## src/rtl/keyframe_spline_path_unit_defines.svh

```systemverilog
// Assertion macros shared by the keyframe spline path RTL.
// No dependencies; modules expect signals clk and arst_n in scope.
`ifndef KEYFRAME_SPLINE_PATH_UNIT_DEFINES_SVH
`define KEYFRAME_SPLINE_PATH_UNIT_DEFINES_SVH

// A condition that must hold at every clock edge outside reset.
`define KSPU_CHECK(lbl, cond, msg) \
	lbl: assert property (@(posedge clk) disable iff (!arst_n) (cond)) else $error(msg);

// An antecedent that implies a consequent in the same cycle.
`define KSPU_IMPLY(lbl, ante, cons, msg) \
	lbl: assert property (@(posedge clk) disable iff (!arst_n) (ante) |-> (cons)) else $error(msg);

// An antecedent that implies a consequent in the next cycle.
`define KSPU_NEXT(lbl, ante, cons, msg) \
	lbl: assert property (@(posedge clk) disable iff (!arst_n) (ante) |=> (cons)) else $error(msg);

`endif

```

## src/rtl/kspu_pkg.sv

```systemverilog
// Shared types, codes and helpers of the keyframe spline path unit.
// No dependencies.
package kspu_pkg;

	localparam int MAX_KEYS_DEF = 128;
	localparam int NCH = 9;
	localparam int ONE_Q16 = 65536;
	localparam int QUEUE_DEPTH = 2;

	typedef enum logic [1:0] {
		FUNC_INSERT = 2'd0,
		FUNC_REMOVE = 2'd1,
		FUNC_QUERY  = 2'd2,
		FUNC_CLEAR  = 2'd3
	} func_t;

	typedef enum logic [1:0] {
		STAT_OK        = 2'd0,
		STAT_FULL      = 2'd1,
		STAT_NOT_FOUND = 2'd2
	} status_t;

	typedef logic [NCH-1:0][31:0] chan_vec_t;

	typedef struct packed {
		logic [1:0]         func;
		logic signed [31:0] frame;
		logic               linear;
		logic signed [31:0] pos_x;
		logic signed [31:0] pos_y;
		logic signed [31:0] pos_z;
		logic signed [31:0] ang_x;
		logic signed [31:0] ang_y;
		logic signed [31:0] ang_z;
		logic signed [31:0] scl_x;
		logic signed [31:0] scl_y;
		logic signed [31:0] scl_z;
	} kspu_cmd_t;

	typedef struct packed {
		logic [1:0]         status;
		logic signed [31:0] out_pos_x;
		logic signed [31:0] out_pos_y;
		logic signed [31:0] out_pos_z;
		logic signed [31:0] out_ang_x;
		logic signed [31:0] out_ang_y;
		logic signed [31:0] out_ang_z;
		logic signed [31:0] out_scl_x;
		logic signed [31:0] out_scl_y;
		logic signed [31:0] out_scl_z;
		logic [7:0]         key_count;
	} kspu_rsp_t;

	// One stored key: frame, linear flag and the nine channels.
	typedef struct packed {
		logic signed [31:0] frame;
		logic               linear;
		chan_vec_t          ch;
	} key_row_t;

	// Classified operation handed from the front end to the back end.
	typedef struct packed {
		func_t              func;
		logic signed [31:0] frame;
		key_row_t           row;
	} op_t;

	function automatic chan_vec_t default_ch();
		chan_vec_t v;
		for (int c = 0; c < NCH; c++) begin
			v[c] = (c >= 6) ? 32'(ONE_Q16) : 32'd0;
		end
		return v;
	endfunction

	function automatic kspu_rsp_t pack_rsp(status_t st, chan_vec_t ch, logic [7:0] kc);
		kspu_rsp_t r;
		r.status    = st;
		r.out_pos_x = ch[0];
		r.out_pos_y = ch[1];
		r.out_pos_z = ch[2];
		r.out_ang_x = ch[3];
		r.out_ang_y = ch[4];
		r.out_ang_z = ch[5];
		r.out_scl_x = ch[6];
		r.out_scl_y = ch[7];
		r.out_scl_z = ch[8];
		r.key_count = kc;
		return r;
	endfunction

endpackage

```

## src/rtl/kspu_queue.sv

```systemverilog
// Short FIFO of classified operations between the front end and the back end.
// Depends on kspu_pkg.
module kspu_queue (
	input  logic          clk,
	input  logic          arst_n,
	input  logic          wr_valid,
	output logic          wr_ready,
	input  kspu_pkg::op_t wr_op,
	output logic          rd_valid,
	input  logic          rd_ready,
	output kspu_pkg::op_t rd_op
);
	import kspu_pkg::*;

	localparam int PW = $clog2(QUEUE_DEPTH);
	localparam int FW = $clog2(QUEUE_DEPTH + 1);

	op_t            entry_q [QUEUE_DEPTH];
	logic [PW-1:0]  wr_ptr_q;
	logic [PW-1:0]  rd_ptr_q;
	logic [FW-1:0]  fill_q;
	logic           push;
	logic           pop;

	assign wr_ready = (fill_q != FW'(QUEUE_DEPTH));
	assign rd_valid = (fill_q != '0);
	assign rd_op    = entry_q[rd_ptr_q];
	assign push     = wr_valid && wr_ready;
	assign pop      = rd_valid && rd_ready;

	always_ff @(posedge clk or negedge arst_n) begin
		if (!arst_n) begin
			wr_ptr_q <= '0;
			rd_ptr_q <= '0;
			fill_q   <= '0;
		end else begin
			if (push) begin
				wr_ptr_q <= (wr_ptr_q == PW'(QUEUE_DEPTH - 1)) ? '0 : wr_ptr_q + 1'b1;
			end
			if (pop) begin
				rd_ptr_q <= (rd_ptr_q == PW'(QUEUE_DEPTH - 1)) ? '0 : rd_ptr_q + 1'b1;
			end
			if (push && !pop) begin
				fill_q <= fill_q + 1'b1;
			end else if (pop && !push) begin
				fill_q <= fill_q - 1'b1;
			end
		end
	end

	always_ff @(posedge clk) begin
		if (push) begin
			entry_q[wr_ptr_q] <= wr_op;
		end
	end

endmodule

```

## config.mk

```make
export PLATFORM = sky130hd
export DESIGN_NAME = kspu_queue
export DESIGN_NICKNAME = d
export VERILOG_FILES = /design/src/rtl/keyframe_spline_path_unit_defines.svh /design/src/rtl/kspu_pkg.sv /design/src/rtl/kspu_queue.sv
export SDC_FILE = /design/constraint.sdc
export NUM_CORES = 1
export LEC_CHECK = 0
export BUFFER_PORTS_ARGS = -buffer_cell sky130_fd_sc_hd__clkbuf_2
export CORE_ASPECT_RATIO = 0.7
export CORE_MARGIN = 8
export CORE_UTILIZATION = 40
export DETAILED_ROUTE_END_ITERATION = 7
export PLACE_DENSITY = 0.72
export SYNTH_ARGS = -nofsm -noshare
export SYNTH_HDL_FRONTEND = slang
export SYNTH_SLANG_ARGS = --single-unit
```

## constraint.sdc

```tcl
create_clock -name clk -period 23.1 [get_ports clk]
set_input_delay 4.62 -clock clk [delete_from_list [all_inputs] [get_ports clk]]
set_output_delay 4.62 -clock clk [all_outputs]
set_load 0.005 [all_outputs]
```

==> run_summary.xml <==
<?xml version="1.0" encoding="UTF-8"?>
<metrics>
  <group name="status">
    <metric name="run_status" unit="">finished, final reports clean</metric>
  </group>
  <group name="min_path">
    <metric name="hold_class" unit="">reg -&gt; reg</metric>
  </group>
  <group name="drt">
    <metric name="route.final.wire_length" unit="um">63020</metric>
    <metric name="detail_route.iter0.violations" unit="">785</metric>
    <metric name="route.detailed.drc" unit="">0</metric>
    <metric name="vias" unit="">13540</metric>
    <metric name="final_antenna_net_count" unit="">0</metric>
    <metric name="average_routed_wire_per_standard_cell" unit="um">22.20</metric>
    <metric name="drtPass1Iterations" unit="">4</metric>
    <metric name="routed_via_density" unit="">4.769</metric>
  </group>
  <group name="critical_path">
    <metric name="required" unit="ns">18.48</metric>
    <metric name="critical-path-top-delay-family" unit="">buffers and inverters</metric>
    <metric name="cp-start-kind" unit="">flop</metric>
    <metric name="path_cells" unit="">buf_4 &gt; buf_4 &gt; buf_4 &gt; mux2_4 &gt; clkbuf_2</metric>
    <metric name="critPathKind" unit="">reg -&gt; out</metric>
    <metric name="worstPathArrival" unit="ns">4.38</metric>
    <metric name="critical_path.most_common_cell" unit="">buf_4</metric>
    <metric name="cp_num_buf_inv" unit="">4</metric>
    <metric name="cp_max_fo" unit="">57</metric>
    <metric name="critical-path-max-stage-delay" unit="ns">0.89</metric>
    <metric name="critPathCaptureType" unit="">output pin</metric>
    <metric name="crit_slowest_cell" unit="">buf_4</metric>
  </group>
  <group name="clock_tree">
    <metric name="tritoncts" unit="">done</metric>
    <metric name="clk_pin_slew" unit="ns">0.06</metric>
    <metric name="clkLatencyLatePin" unit="ns">0.58</metric>
    <metric name="cts-buffers-inserted" unit="">70</metric>
    <metric name="h-tree-depth" unit="">3</metric>
    <metric name="clock_path_buffers" unit="">3</metric>
    <metric name="cts.repair_timing.setup_buffer_count" unit="">0</metric>
    <metric name="cts_resized" unit="">0</metric>
    <metric name="cts_root_buf" unit="">clkbuf_16</metric>
    <metric name="cts_hold_repair.buffers" unit="">0</metric>
    <metric name="numClockSinks" unit="">714</metric>
  </group>
  <group name="global_route">
    <metric name="antenna_found_initial" unit="">10</metric>
    <metric name="globalRouteOverflowTotal" unit="">0</metric>
    <metric name="track_usage" unit="%">15.40</metric>
    <metric name="pin_count_of_the_biggest_net_entering_global_routing" unit="">154</metric>
    <metric name="wire_length_of_the_first_global_routing_pass" unit="um">90680</metric>
    <metric name="vias_in_the_first_global_route" unit="">14410</metric>
  </group>
  <group name="pwr">
    <metric name="power_frac_clock" unit="%">25.8</metric>
    <metric name="net_switching_component_of_the_power" unit="mW">1.196</metric>
    <metric name="power_density" unit="nW/um^2">127.4</metric>
    <metric name="power_report.internal_total" unit="mW">3.121</metric>
    <metric name="power.static_leakage" unit="nW">13.66</metric>
    <metric name="ir_drop" unit="mV">0.1008</metric>
    <metric name="total_power" unit="mW">4.317</metric>
    <metric name="comb_power_share" unit="%">31.2</metric>
    <metric name="swShare" unit="%">27.71</metric>
    <metric name="power_frac_seq" unit="%">43.0</metric>
  </group>
  <group name="floorplanning">
    <metric name="fp.dieH" unit="um">235.5</metric>
    <metric name="placeableCoreArea" unit="sq um">68070</metric>
    <metric name="boundaryPins" unit="">716</metric>
    <metric name="floorplan.die.width" unit="um">329.5</metric>
    <metric name="fp-row-count" unit="">80</metric>
    <metric name="die_area" unit="sq um">77590</metric>
    <metric name="initial_utilization" unit="%">40.43</metric>
  </group>
  <group name="sta">
    <metric name="setup_violations" unit="">0</metric>
    <metric name="grt_setup_unrepaired" unit="">no</metric>
    <metric name="timing.final.max_slew_violations" unit="">0</metric>
    <metric name="finalSetupTns" unit="ns">0</metric>
    <metric name="finalHoldViolCount" unit="">0</metric>
    <metric name="timing.clock.skew" unit="ns">0.01819</metric>
    <metric name="period_share" unit="%">38.97</metric>
    <metric name="max-slew-margin-rel" unit="%">23.80</metric>
    <metric name="period_minus_slack" unit="ns">9.001</metric>
    <metric name="max_freq" unit="GHz">0.1111</metric>
    <metric name="tightest_slew" unit="ns">1.143</metric>
  </group>
  <group name="cells_and_area">
    <metric name="final_nets" unit="">2242</metric>
    <metric name="layout-drive-gt1-share" unit="%">61.13</metric>
    <metric name="layout-area-overhead-vs-synth" unit="%">23.11</metric>
    <metric name="fill_cells" unit="">5520</metric>
  </group>
  <group name="synth">
    <metric name="ys_top_cells_by_area" unit="">edfxtp_1 77%, mux2_4 19%, buf_12 2.4%</metric>
    <metric name="synth.top_cell.area_share" unit="%">77.47</metric>
    <metric name="synth_area_per_cell" unit="sq um">24.51</metric>
    <metric name="synth_area" unit="sq um">27520</metric>
    <metric name="synth_cells" unit="">1123</metric>
    <metric name="ys.warnings.count" unit="">0</metric>
    <metric name="post-synth-top-area-cell" unit="">edfxtp_1</metric>
    <metric name="ys_seq_elements" unit="">714</metric>
    <metric name="ys_types" unit="">16</metric>
    <metric name="synthesis.nets" unit="">1483</metric>
    <metric name="synth-seq-area-share" unit="%">77.83</metric>
  </group>
  <group name="placed_design">
    <metric name="routabilityCongestion" unit="">0.8558</metric>
    <metric name="post-dp-hpwl" unit="um">45490</metric>
    <metric name="io_buffers" unit="">715</metric>
  </group>
  <group name="flow_run">
    <metric name="cap_viol_max_count" unit="">0</metric>
  </group>
</metrics>
==> registers in the layout, summed over array words and instances (netlist names) <==
name      flops
entry_q     710
wr_ptr_q      1
rd_ptr_q      1
fill_q        2
==> cells by family (layout without fill, tap and decap cells) <==
logic type,count (synthesis),count (layout),share of synthesized area (%)
fa+ha+maj,1,1,0.04546
flops,714,714,77.83
simple gates,7,7,0.1228
xor+xnor,5,5,0.1591
buf+inv,41,850,2.678
mux,355,355,19.16
other cells,0,5,0
==> cell usage after synthesis (all sizes together) <==
cell and n:
edfxtp 710, mux2 355, buf 40, dfrtp 4, xnor2 3, nand2 2, nor2 2, xor2 2
and3 1, ha 1, inv 1, nand2b 1, or2 1
==> final timing paths <==
path	endpoint	cells past startpoint	from	slack (ns)
max in group asynchronous	rd_ptr_q$_DFFE_PN0P_	1	arst_n	19.13
min in group asynchronous	wr_ptr_q$_DFFE_PN0P_	1	arst_n	3.83
worst max register to register	entry_q[0][41]$_DFFE_PP_	6	fill_q[0]$_DFFE_PN0P_	19.11
worst min-delay path	fill_q[1]$_DFFE_PN0P_	1	fill_q[1]$_DFFE_PN0P_	0.51
worst max-delay path	rd_op[22]	5	rd_ptr_q$_DFFE_PN0P_	14.10
worst min register to register	fill_q[1]$_DFFE_PN0P_	1	fill_q[1]$_DFFE_PN0P_	0.51
==> final cells by class <==
type	instances	area [sq um]	area share, %
clock buffers	86	1854	5.473
repair buffers	727	3706	10.94
well taps	902	1129	3.331
diodes	5	12.51	0.03693
flip-flops and latches	714	21420	63.23
inverters	1	3.754	0.01108
clock inverters	36	376.6	1.112
multi-input cells	368	5376	15.87
==> layer usage <==
layer  global-route usage, %  wire length, um
met2                   27.86            33490
met4                   5.925             2143
met1                   16.59            22710
met3                   5.060             4606
met5                       0               61
==> power groups by stage <==
stage	Clock, mW	Sequential (mW)	Combinational [mW]
6_report	1.11	1.86	1.35
3_3_place_gp	0	1.87	1.36
4_1_cts	1.15	1.86	1.37
2_1_floorplan	0	2.01	0.958
5_1_grt	1.19	1.88	1.43
3_5_place_dp	0	1.89	1.37
==> per-stage QoR <==
| stage | utilization [%] | area (sq um) | cells | hold WS, ns | setup WS [ns] |
|---|---|---|---|---|---|
| after global routing | 49.78 | 33880 | 2839 | 0.5349 | 13.86 |
| final | 49.78 | 33880 | 2839 | 0.5084 | 14.10 |
| after global placement | 46.48 | 31640 | 2712 | 0.4783 | 14.82 |
| after floorplan | - | 27520 | 1123 | 0.4559 | 2.620 |
| after detailed placement | 46.48 | 31640 | 2712 | 0.4969 | 14.70 |
| after CTS | 49.76 | 33870 | 2834 | 0.5087 | 14.04 |
==> cells in the final DEF (no fill, tap or decap), drive strengths merged <==
cell type / n
dfrtp: 4
nor2: 2
nand2: 2
or2: 1
bufinv: 7
buf: 12
xor2: 2
ha: 1
diode: 5
and3: 1
inv: 5
xnor2: 3
clkinv: 22
edfxtp: 710
clkinvlp: 3
clkbuf: 801
nand2b: 1
mux2: 355
Power figures use the tool's default switching activity.
