### config.mk
export PLATFORM = sky130hd
export DESIGN_NAME = kspu_front
export DESIGN_NICKNAME = d
export VERILOG_FILES = /design/src/rtl/keyframe_spline_path_unit_defines.svh /design/src/rtl/kspu_pkg.sv /design/src/rtl/kspu_front.sv
export SDC_FILE = /design/constraint.sdc
export NUM_CORES = 1
export LEC_CHECK = 0
export BUFFER_PORTS_ARGS = -buffer_cell sky130_fd_sc_hd__buf_2
export CORE_AREA = 2 2 265 267
export DETAILED_ROUTE_END_ITERATION = 10
export DIE_AREA = 0 0 267 269
export SLEW_MARGIN = 5
export SYNTH_ARGS = -nofsm -noshare
export SYNTH_HDL_FRONTEND = slang
export SYNTH_SLANG_ARGS = --single-unit
### constraint.sdc
create_clock -name clk -period 24.7 [get_ports clk]
set_input_delay 1.235 -clock clk [delete_from_list [all_inputs] [get_ports clk]]
set_output_delay 1.235 -clock clk [all_outputs]
set_load 0.02 [all_outputs]
### src/rtl/keyframe_spline_path_unit_defines.svh
// Assertion macros shared by the keyframe spline path RTL.
// No dependencies; modules expect signals clk and arst_n in scope.
`ifndef KEYFRAME_SPLINE_PATH_UNIT_DEFINES_SVH
`define KEYFRAME_SPLINE_PATH_UNIT_DEFINES_SVH

// A condition that must hold at every clock edge outside reset.
`define KSPU_CHECK(lbl, cond, msg) \
	lbl: assert property (@(posedge clk) disable iff (!arst_n) (cond)) else $error(msg);

// An antecedent that implies a consequent in the same cycle.
`define KSPU_IMPLY(lbl, ante, cons, msg) \
	lbl: assert property (@(posedge clk) disable iff (!arst_n) (ante) |-> (cons)) else $error(msg);

// An antecedent that implies a consequent in the next cycle.
`define KSPU_NEXT(lbl, ante, cons, msg) \
	lbl: assert property (@(posedge clk) disable iff (!arst_n) (ante) |=> (cons)) else $error(msg);

`endif

### src/rtl/kspu_pkg.sv
// Shared types, codes and helpers of the keyframe spline path unit.
// No dependencies.
package kspu_pkg;

	localparam int MAX_KEYS_DEF = 128;
	localparam int NCH = 9;
	localparam int ONE_Q16 = 65536;
	localparam int QUEUE_DEPTH = 2;

	typedef enum logic [1:0] {
		FUNC_INSERT = 2'd0,
		FUNC_REMOVE = 2'd1,
		FUNC_QUERY  = 2'd2,
		FUNC_CLEAR  = 2'd3
	} func_t;

	typedef enum logic [1:0] {
		STAT_OK        = 2'd0,
		STAT_FULL      = 2'd1,
		STAT_NOT_FOUND = 2'd2
	} status_t;

	typedef logic [NCH-1:0][31:0] chan_vec_t;

	typedef struct packed {
		logic [1:0]         func;
		logic signed [31:0] frame;
		logic               linear;
		logic signed [31:0] pos_x;
		logic signed [31:0] pos_y;
		logic signed [31:0] pos_z;
		logic signed [31:0] ang_x;
		logic signed [31:0] ang_y;
		logic signed [31:0] ang_z;
		logic signed [31:0] scl_x;
		logic signed [31:0] scl_y;
		logic signed [31:0] scl_z;
	} kspu_cmd_t;

	typedef struct packed {
		logic [1:0]         status;
		logic signed [31:0] out_pos_x;
		logic signed [31:0] out_pos_y;
		logic signed [31:0] out_pos_z;
		logic signed [31:0] out_ang_x;
		logic signed [31:0] out_ang_y;
		logic signed [31:0] out_ang_z;
		logic signed [31:0] out_scl_x;
		logic signed [31:0] out_scl_y;
		logic signed [31:0] out_scl_z;
		logic [7:0]         key_count;
	} kspu_rsp_t;

	// One stored key: frame, linear flag and the nine channels.
	typedef struct packed {
		logic signed [31:0] frame;
		logic               linear;
		chan_vec_t          ch;
	} key_row_t;

	// Classified operation handed from the front end to the back end.
	typedef struct packed {
		func_t              func;
		logic signed [31:0] frame;
		key_row_t           row;
	} op_t;

	function automatic chan_vec_t default_ch();
		chan_vec_t v;
		for (int c = 0; c < NCH; c++) begin
			v[c] = (c >= 6) ? 32'(ONE_Q16) : 32'd0;
		end
		return v;
	endfunction

	function automatic kspu_rsp_t pack_rsp(status_t st, chan_vec_t ch, logic [7:0] kc);
		kspu_rsp_t r;
		r.status    = st;
		r.out_pos_x = ch[0];
		r.out_pos_y = ch[1];
		r.out_pos_z = ch[2];
		r.out_ang_x = ch[3];
		r.out_ang_y = ch[4];
		r.out_ang_z = ch[5];
		r.out_scl_x = ch[6];
		r.out_scl_y = ch[7];
		r.out_scl_z = ch[8];
		r.key_count = kc;
		return r;
	endfunction

endpackage

### src/rtl/kspu_front.sv
// Front end: takes command transactions, classifies them and registers the result.
// Depends on kspu_pkg.
module kspu_front (
	input  logic             clk,
	input  logic             arst_n,
	input  logic             cmd_valid,
	output logic             cmd_ready,
	input  kspu_pkg::kspu_cmd_t cmd,
	output logic             op_valid,
	input  logic             op_ready,
	output kspu_pkg::op_t    op
);
	import kspu_pkg::*;

	logic valid_s1;
	op_t  op_s1;
	op_t  op_d;

	// Queries clamp a negative frame to zero here, so the back end sees a ready key.
	always_comb begin
		op_d.func       = func_t'(cmd.func);
		op_d.frame      = cmd.frame;
		if (op_d.func == FUNC_QUERY && cmd.frame[31]) begin
			op_d.frame = 32'sd0;
		end
		op_d.row.frame  = cmd.frame;
		op_d.row.linear = cmd.linear;
		op_d.row.ch     = {cmd.scl_z, cmd.scl_y, cmd.scl_x, cmd.ang_z, cmd.ang_y,
			cmd.ang_x, cmd.pos_z, cmd.pos_y, cmd.pos_x};
	end

	assign cmd_ready = !valid_s1 || op_ready;
	assign op_valid  = valid_s1;
	assign op        = op_s1;

	always_ff @(posedge clk or negedge arst_n) begin
		if (!arst_n) begin
			valid_s1 <= 1'b0;
		end else if (cmd_ready) begin
			valid_s1 <= cmd_valid;
		end
	end

	always_ff @(posedge clk) begin
		if (cmd_ready && cmd_valid) begin
			op_s1 <= op_d;
		end
	end

endmodule

==> results.yml, run 1 <==
outcome:
  outcome: "completed"
critical_path:
  crit_path_top_delay_cell: "buf_4"
  start_kind: "input port"
  critical_path.max_fanout: 81
  critical_path_class: "in -> reg"
  rrSetupSlack_ns: 21.17
  cp_cell_sequence: "buf_2, nand2b_1, and2_4, buf_4, buf_4"
  cp-end-kind: "register"
  r2r-end: "op[133]"
  required_ns: 24.85
  worstPathArrival_ns: 4.09
  slowest_delay_ns: 0.85
  reg2regPathDepth: 4
  worstReg2RegStart: "op_valid"
  crit_top_cell: "buf_4"
timing:
  tightest_slew_ns: 1.027
  finalMaxSlewViolations: 0
  fin_skew_ns: 0.01867
  period_share_pct: 15.95
  grt_setup_unrepaired: "no"
  setup_tns_ns: 0
  finalSetupViolCount: 0
  finalWorstSetupSlack_ns: 20.76
  min_period_ns: 3.939
  hold_violations: 0
  relSlewSlack_pct: 31.55
  clock.fmax_ghz: 0.2539
route:
  drtPass1Iterations: 4
  wire_per_inst_um: 15.53
  vias: 6740
  routed_wl_um: 32450
  post-route-drc-count: 0
  drt_iter0_markers: 354
  avgViaCountPerCell: 3.225
  drt.antenna.violating_nets: 0
cells_and_area:
  fin_nets: 1448
  area_growth_pct: 52.48
  final_common_cell: "buf_2"
  utilization_pct: 24.24
  nFillCells: 7186
  drive_gt1_share_pct: 65.94
  final_cell_mix: "683 x buf_2, 355 x edfxtp_1, 41 x clkbuf_16, 22 x and2_4, 13 x clkinv_1"
logic_synthesis:
  postSynthAreaPerCell_um2: 27.82
  syn_nets: 723
  synth_top_area_share_pct: 96.76
  postSynthCellCount: 396
  netlist_area_mm2: 0.01102
  synth_area_leaders: "edfxtp_1 97%, and2_4 1.7%, and2_1 0.57%"
  ys.warnings.count: 0
  synth-seq-cells: 356
  post-synth-top-area-cell: "edfxtp_1"
  yosysSeqAreaShare_pct: 96.99
  synth_cell_types: 10
flow_run:
  max_cap_violations: 0
clock_network:
  ctsHtreeMaxLevel: 2
  clk_latency_ns: 0.54
  clock-root-buffer: "clkbuf_16"
  cts_setup_buffers: 0
  cts_buffers: 39
  clk_pin_slew_ns: 0.06
  cts_buffer_depth: 3
  cts-hold-fix-buffers: 0
  cts-resized-gates: 0
  cts_tree: "done"
  clock_sinks: 356
placement:
  io_buffers: 683
  preCtsSetupSlack_ns: 20.10
  place.gp.congestion: 0.8064
  hpwlAfterDp_um: 24860
power_and_ir_drop:
  seqPwrFrac_pct: 51.8
  p_int_uw: 1070
  switchingPower_uw: 314.3
  p_per_area_mw_per_mm2: 82.41
  ir_worst_vdd_v: 0.00005129
  power_leakage_uw: 0.006835
  p_sw_share_pct: 22.71
  p_clk_share_pct: 39.4
  combPwrFrac_pct: 8.8
hold_path:
  hold_path.class: "in -> async"
die:
  num_io_pins: 684
  rows: 97
  core_area_mm2: 0.06930
  initial_core_util_pct: 15.90
  die_y_um: 269
  die_area_mm2: 0.07182
  die_w_um: 267
grt:
  grt_pass1_vias: 7022
  grtUsageTotal_pct: 8.194
  overflow: 0
  grt_max_degree: 82
  grt_antenna_before_repair: 10
  grt_pass1_wl_um: 43020
[synth_stat cells]
library cell and count:
edfxtp_1 355, and2_4 21, and2_1 10, buf_6 3, nand2b_1 2, a21boi_0 1, and2_2 1, dfrtp_1 1
inv_1 1, nand3b_4 1
[layer usage]
layer  wire (um)  global-route usage (%)
met1       11150                   8.249
met2       16520                   14.32
met3        3676                   3.973
met4        1050                   3.705
met5          58                       0
[power by group through the flow]
stage | Combinational (uW) | Sequential [uW] | Clock, uW
after floorplan | 15.5 | 782 | 0
after global placement | 122 | 728 | 0
after detailed placement | 125 | 729 | 0
after CTS | 125 | 717 | 567
after global routing | 131 | 720 | 588
final | 122 | 717 | 546
[worst max path at each step]
| stage | start | endpoint | slack [ns] | cells after the start |
|---|---|---|---|---|
| 5_1_grt | op_ready | op[191] | 20.52 | 5 |
| 4_1_cts | op_ready | op[191] | 20.71 | 5 |
| 2_1_floorplan | op_ready | op[0] | 14.37 | 2 |
| 3_3_place_gp | op_ready | op[108] | 20.29 | 5 |
| 6_report | op_ready | op[133] | 20.76 | 5 |
| 3_5_place_dp | op_ready | op[197] | 20.10 | 5 |
[cell type report]
class	instances	area [um2]	share of cell area (%)
Sequential cell	356	10690	63.61
Timing Repair Buffer	687	3448	20.53
Tap cell	940	1176	7.001
Clock buffer	50	1060	6.309
Multi-Input combinational cell	36	296.5	1.765
Clock inverter	18	123.9	0.7374
Antenna cell	2	5.005	0.02979
Inverter	1	3.754	0.02234
[critical path, delay by kind of cell]
family / cells / cell delay [ns]
buffers and inverters: 3 / 1.71
AND/OR/NAND/NOR: 2 / 0.96
[kinds of logic after synthesis]
kind of cell	share of synthesized area, %
buffers and inverters	0.3407
AND/OR/NAND/NOR	2.601
flip-flops	96.99
AO/OA/AOI/OAI	0.06817
[stage by stage]
stage | power [uW] | instances | instance area, um2 | hold WS [ns]
2_1_floorplan | 797.3 | 396 | 11020 | 0.7826
5_1_grt | 1438 | 2088 | 16790 | 0.4103
3_3_place_gp | 850.6 | 2020 | 15610 | 0.5201
3_5_place_dp | 854.0 | 2020 | 15610 | 0.5385
4_1_cts | 1409 | 2088 | 16790 | 0.4072
6_report | 1384 | 2090 | 16800 | 0.4575
[sequential cells by signal, summed over array words and instances, names as in the netlist]
| signal | flops |
|---|---|
| op_valid | 1 |
| op | 355 |
(Power assumes the default switching activity.)
==> inputs of run 2 (changes only) <==
==> constraint.sdc (replaced) <==
create_clock -name clk -period 3.3 [get_ports clk]
set_input_delay 0.165 -clock clk [delete_from_list [all_inputs] [get_ports clk]]
set_output_delay 0.165 -clock clk [all_outputs]
set_load 0.02 [all_outputs]
==> run 2 against run 1 <==
Against the previous run:
- total power rose to 7.9 times the previous value
- cell count up 17%
- routed wire length up 19%
- via count up 22%
- critical path type is now reg -> reg
- setup slack worse by 19 ns
- hold slack worse by 0.13 ns
- die area unchanged
- highest routed layer unchanged
==> results.yml, run 2 (synthesis gave the netlist of run 1 again) <==
outcome:
  outcome: "completed"
die:
  initial_core_util_pct: 15.90
  die_w_um: 267
  rows: 97
  num_io_pins: 684
  die_y_um: 269
  core_area_mm2: 0.06930
  die_area_mm2: 0.07182
clock_network:
  clock-root-buffer: "clkbuf_16"
  cts_tree: "done"
  cts_buffers: 38
  cts-resized-gates: 0
  clk_pin_slew_ns: 0.06
  ctsHtreeMaxLevel: 2
  cts_buffer_depth: 3
  clock_sinks: 356
  clk_latency_ns: 0.54
critical_path:
  crit_path_top_delay_cell: "and2_4"
  required_ns: 3.52
  cp_cell_sequence: "nand2b_4, and2_4, buf_12, buf_12"
  cp.depth: 4
  worstPathArrival_ns: 2.25
  crit_top_cell: "buf_12"
  rrSetupSlack_ns: 1.28
  crit_family: "buffers and inverters"
  crit_start: "op_valid"
  start_kind: "register"
  reg2regPathDepth: 4
  crit_end: "op[167]"
  critical_path.max_fanout: 43
  slowest_delay_ns: 0.49
  r2r-end: "op[167]"
  worstReg2RegStart: "op_valid"
  critPathBufInv: 2
  critical_path_class: "reg -> reg"
  cp-end-kind: "register"
grt:
  grt_max_degree: 93
  grt_pass1_wl_um: 52650
  grt_antenna_before_repair: 5
  grt_pass1_vias: 8909
  grtUsageTotal_pct: 9.855
  overflow: 0
timing:
  clock.fmax_ghz: 0.4940
  period_share_pct: 61.34
  relSlewSlack_pct: 59.76
  finalWorstSetupSlack_ns: 1.276
  finalMaxSlewViolations: 0
  finalSetupViolCount: 0
  min_period_ns: 2.024
  fin_skew_ns: 0.008633
  setup_tns_ns: 0
  tightest_slew_ns: 0.6036
  hold_violations: 0
  grt_setup_unrepaired: "no"
cells_and_area:
  largest_reg_flops: 355
  final_common_cell: "buf_2"
  area_growth_pct: 84.37
  seq_area_mm2: 0.01069
  nFillCells: 6850
  drive_gt1_share_pct: 52.71
  design_area_mm2: 0.02031
  utilization_pct: 29.31
  multi_input_area_um2: 304.0
  antenna_cells: 0
  final_cell_mix: "683 x buf_2, 355 x edfxtp_1, 327 x dlygate4sd3_1, 41 x clkbuf_16, 22 x and2_4"
  fin_nets: 1792
route:
  drtPass1Iterations: 4
  avgViaCountPerCell: 3.370
  post-route-drc-count: 0
  routed_wl_um: 38670
  drt.antenna.violating_nets: 0
  vias: 8207
  wire_per_inst_um: 15.88
  drt_iter0_markers: 404
power_and_ir_drop:
  power_leakage_uw: 0.008343
  p_per_area_mw_per_mm2: 537.2
  ir_worst_vdd_v: 0.0003529
placement:
  preCtsSetupSlack_ns: 1.279
  hpwlAfterDp_um: 26250
  place.gp.congestion: 0.8355
  postPlaceCellArea_mm2: 0.01579
  io_buffers: 683
flow_run:
  max_cap_violations: 0
hold_path:
  worstHoldStart: "cmd[126]"
  hold_path.class: "in -> reg"
-- run 2: cell count changes in the layout (fill, tap and decap cells not counted), moves of 2 or more --
cell,previous run,this run
dlygate4sd3_1,0,327
buf_4,4,19
clkinv_1,13,2
clkinv_2,3,8
clkinv_4,0,4
buf_12,0,3
clkbuf_1,9,11
diode_2,2,0
-- run 2: how the worst min path moves through the flow --
stage | to | slack, ns | cells past startpoint
after global routing | op[15] | 0.29 | 2
after detailed placement | op_valid | -0.05 | 1
final | op[190] | 0.33 | 2
after global placement | op_valid | -0.06 | 1
after CTS | op[38] | 0.28 | 2
after floorplan | op_valid | -0.13 | 0
-- run 2: through the flow --
step	hold WS (ns)	cells	total power, uW
finish	0.3295	2435	10910
global route	0.2940	2435	11340
CTS	0.2760	2435	11050
detailed placement	-0.05384	2038	6432
global placement	-0.05522	2038	6413
floorplan	-0.1306	396	5900
-- run 2: layout make-up --
type	instances	share of cell area [%]
clock buffer	52	5.254
clock inverter	18	0.8870
inverter	1	0.01848
multi-input combinational	36	1.497
sequential	356	52.61
tap	940	5.790
timing repair buffer	1032	33.94
-- run 2: what timing repair did --
action / CTS / global route
setup buffers: 0 / 0
hold endpoints to repair: 357 / 0
hold buffers: 327 / 0
endpoints found under the setup margin: 0 / 0
-- run 2: power by group --
| part | switching [uW] | internal [uW] |
|---|---|---|
| Combinational | 694 | 596 |
| Sequential | 79.7 | 5280 |
| Clock | 1740 | 2520 |
| Total | 2520 | 8400 |
-- run 2: worst reg2reg max path: stages (launching register included) --
cell and delay, ns:
dfrtp_2 0.42, nand2b_4 0.08, and2_4 0.49, buf_12 0.32
buf_12 0.37
-- run 2: metal layers --
metal	GRT usage [%]	vias to the layer above	wire, um
met5	0	-	24
met1	9.931	3953	13590
met4	4.069	4	1352
li1	-	3727	-
met2	17.67	442	19770
met3	4.402	81	3933
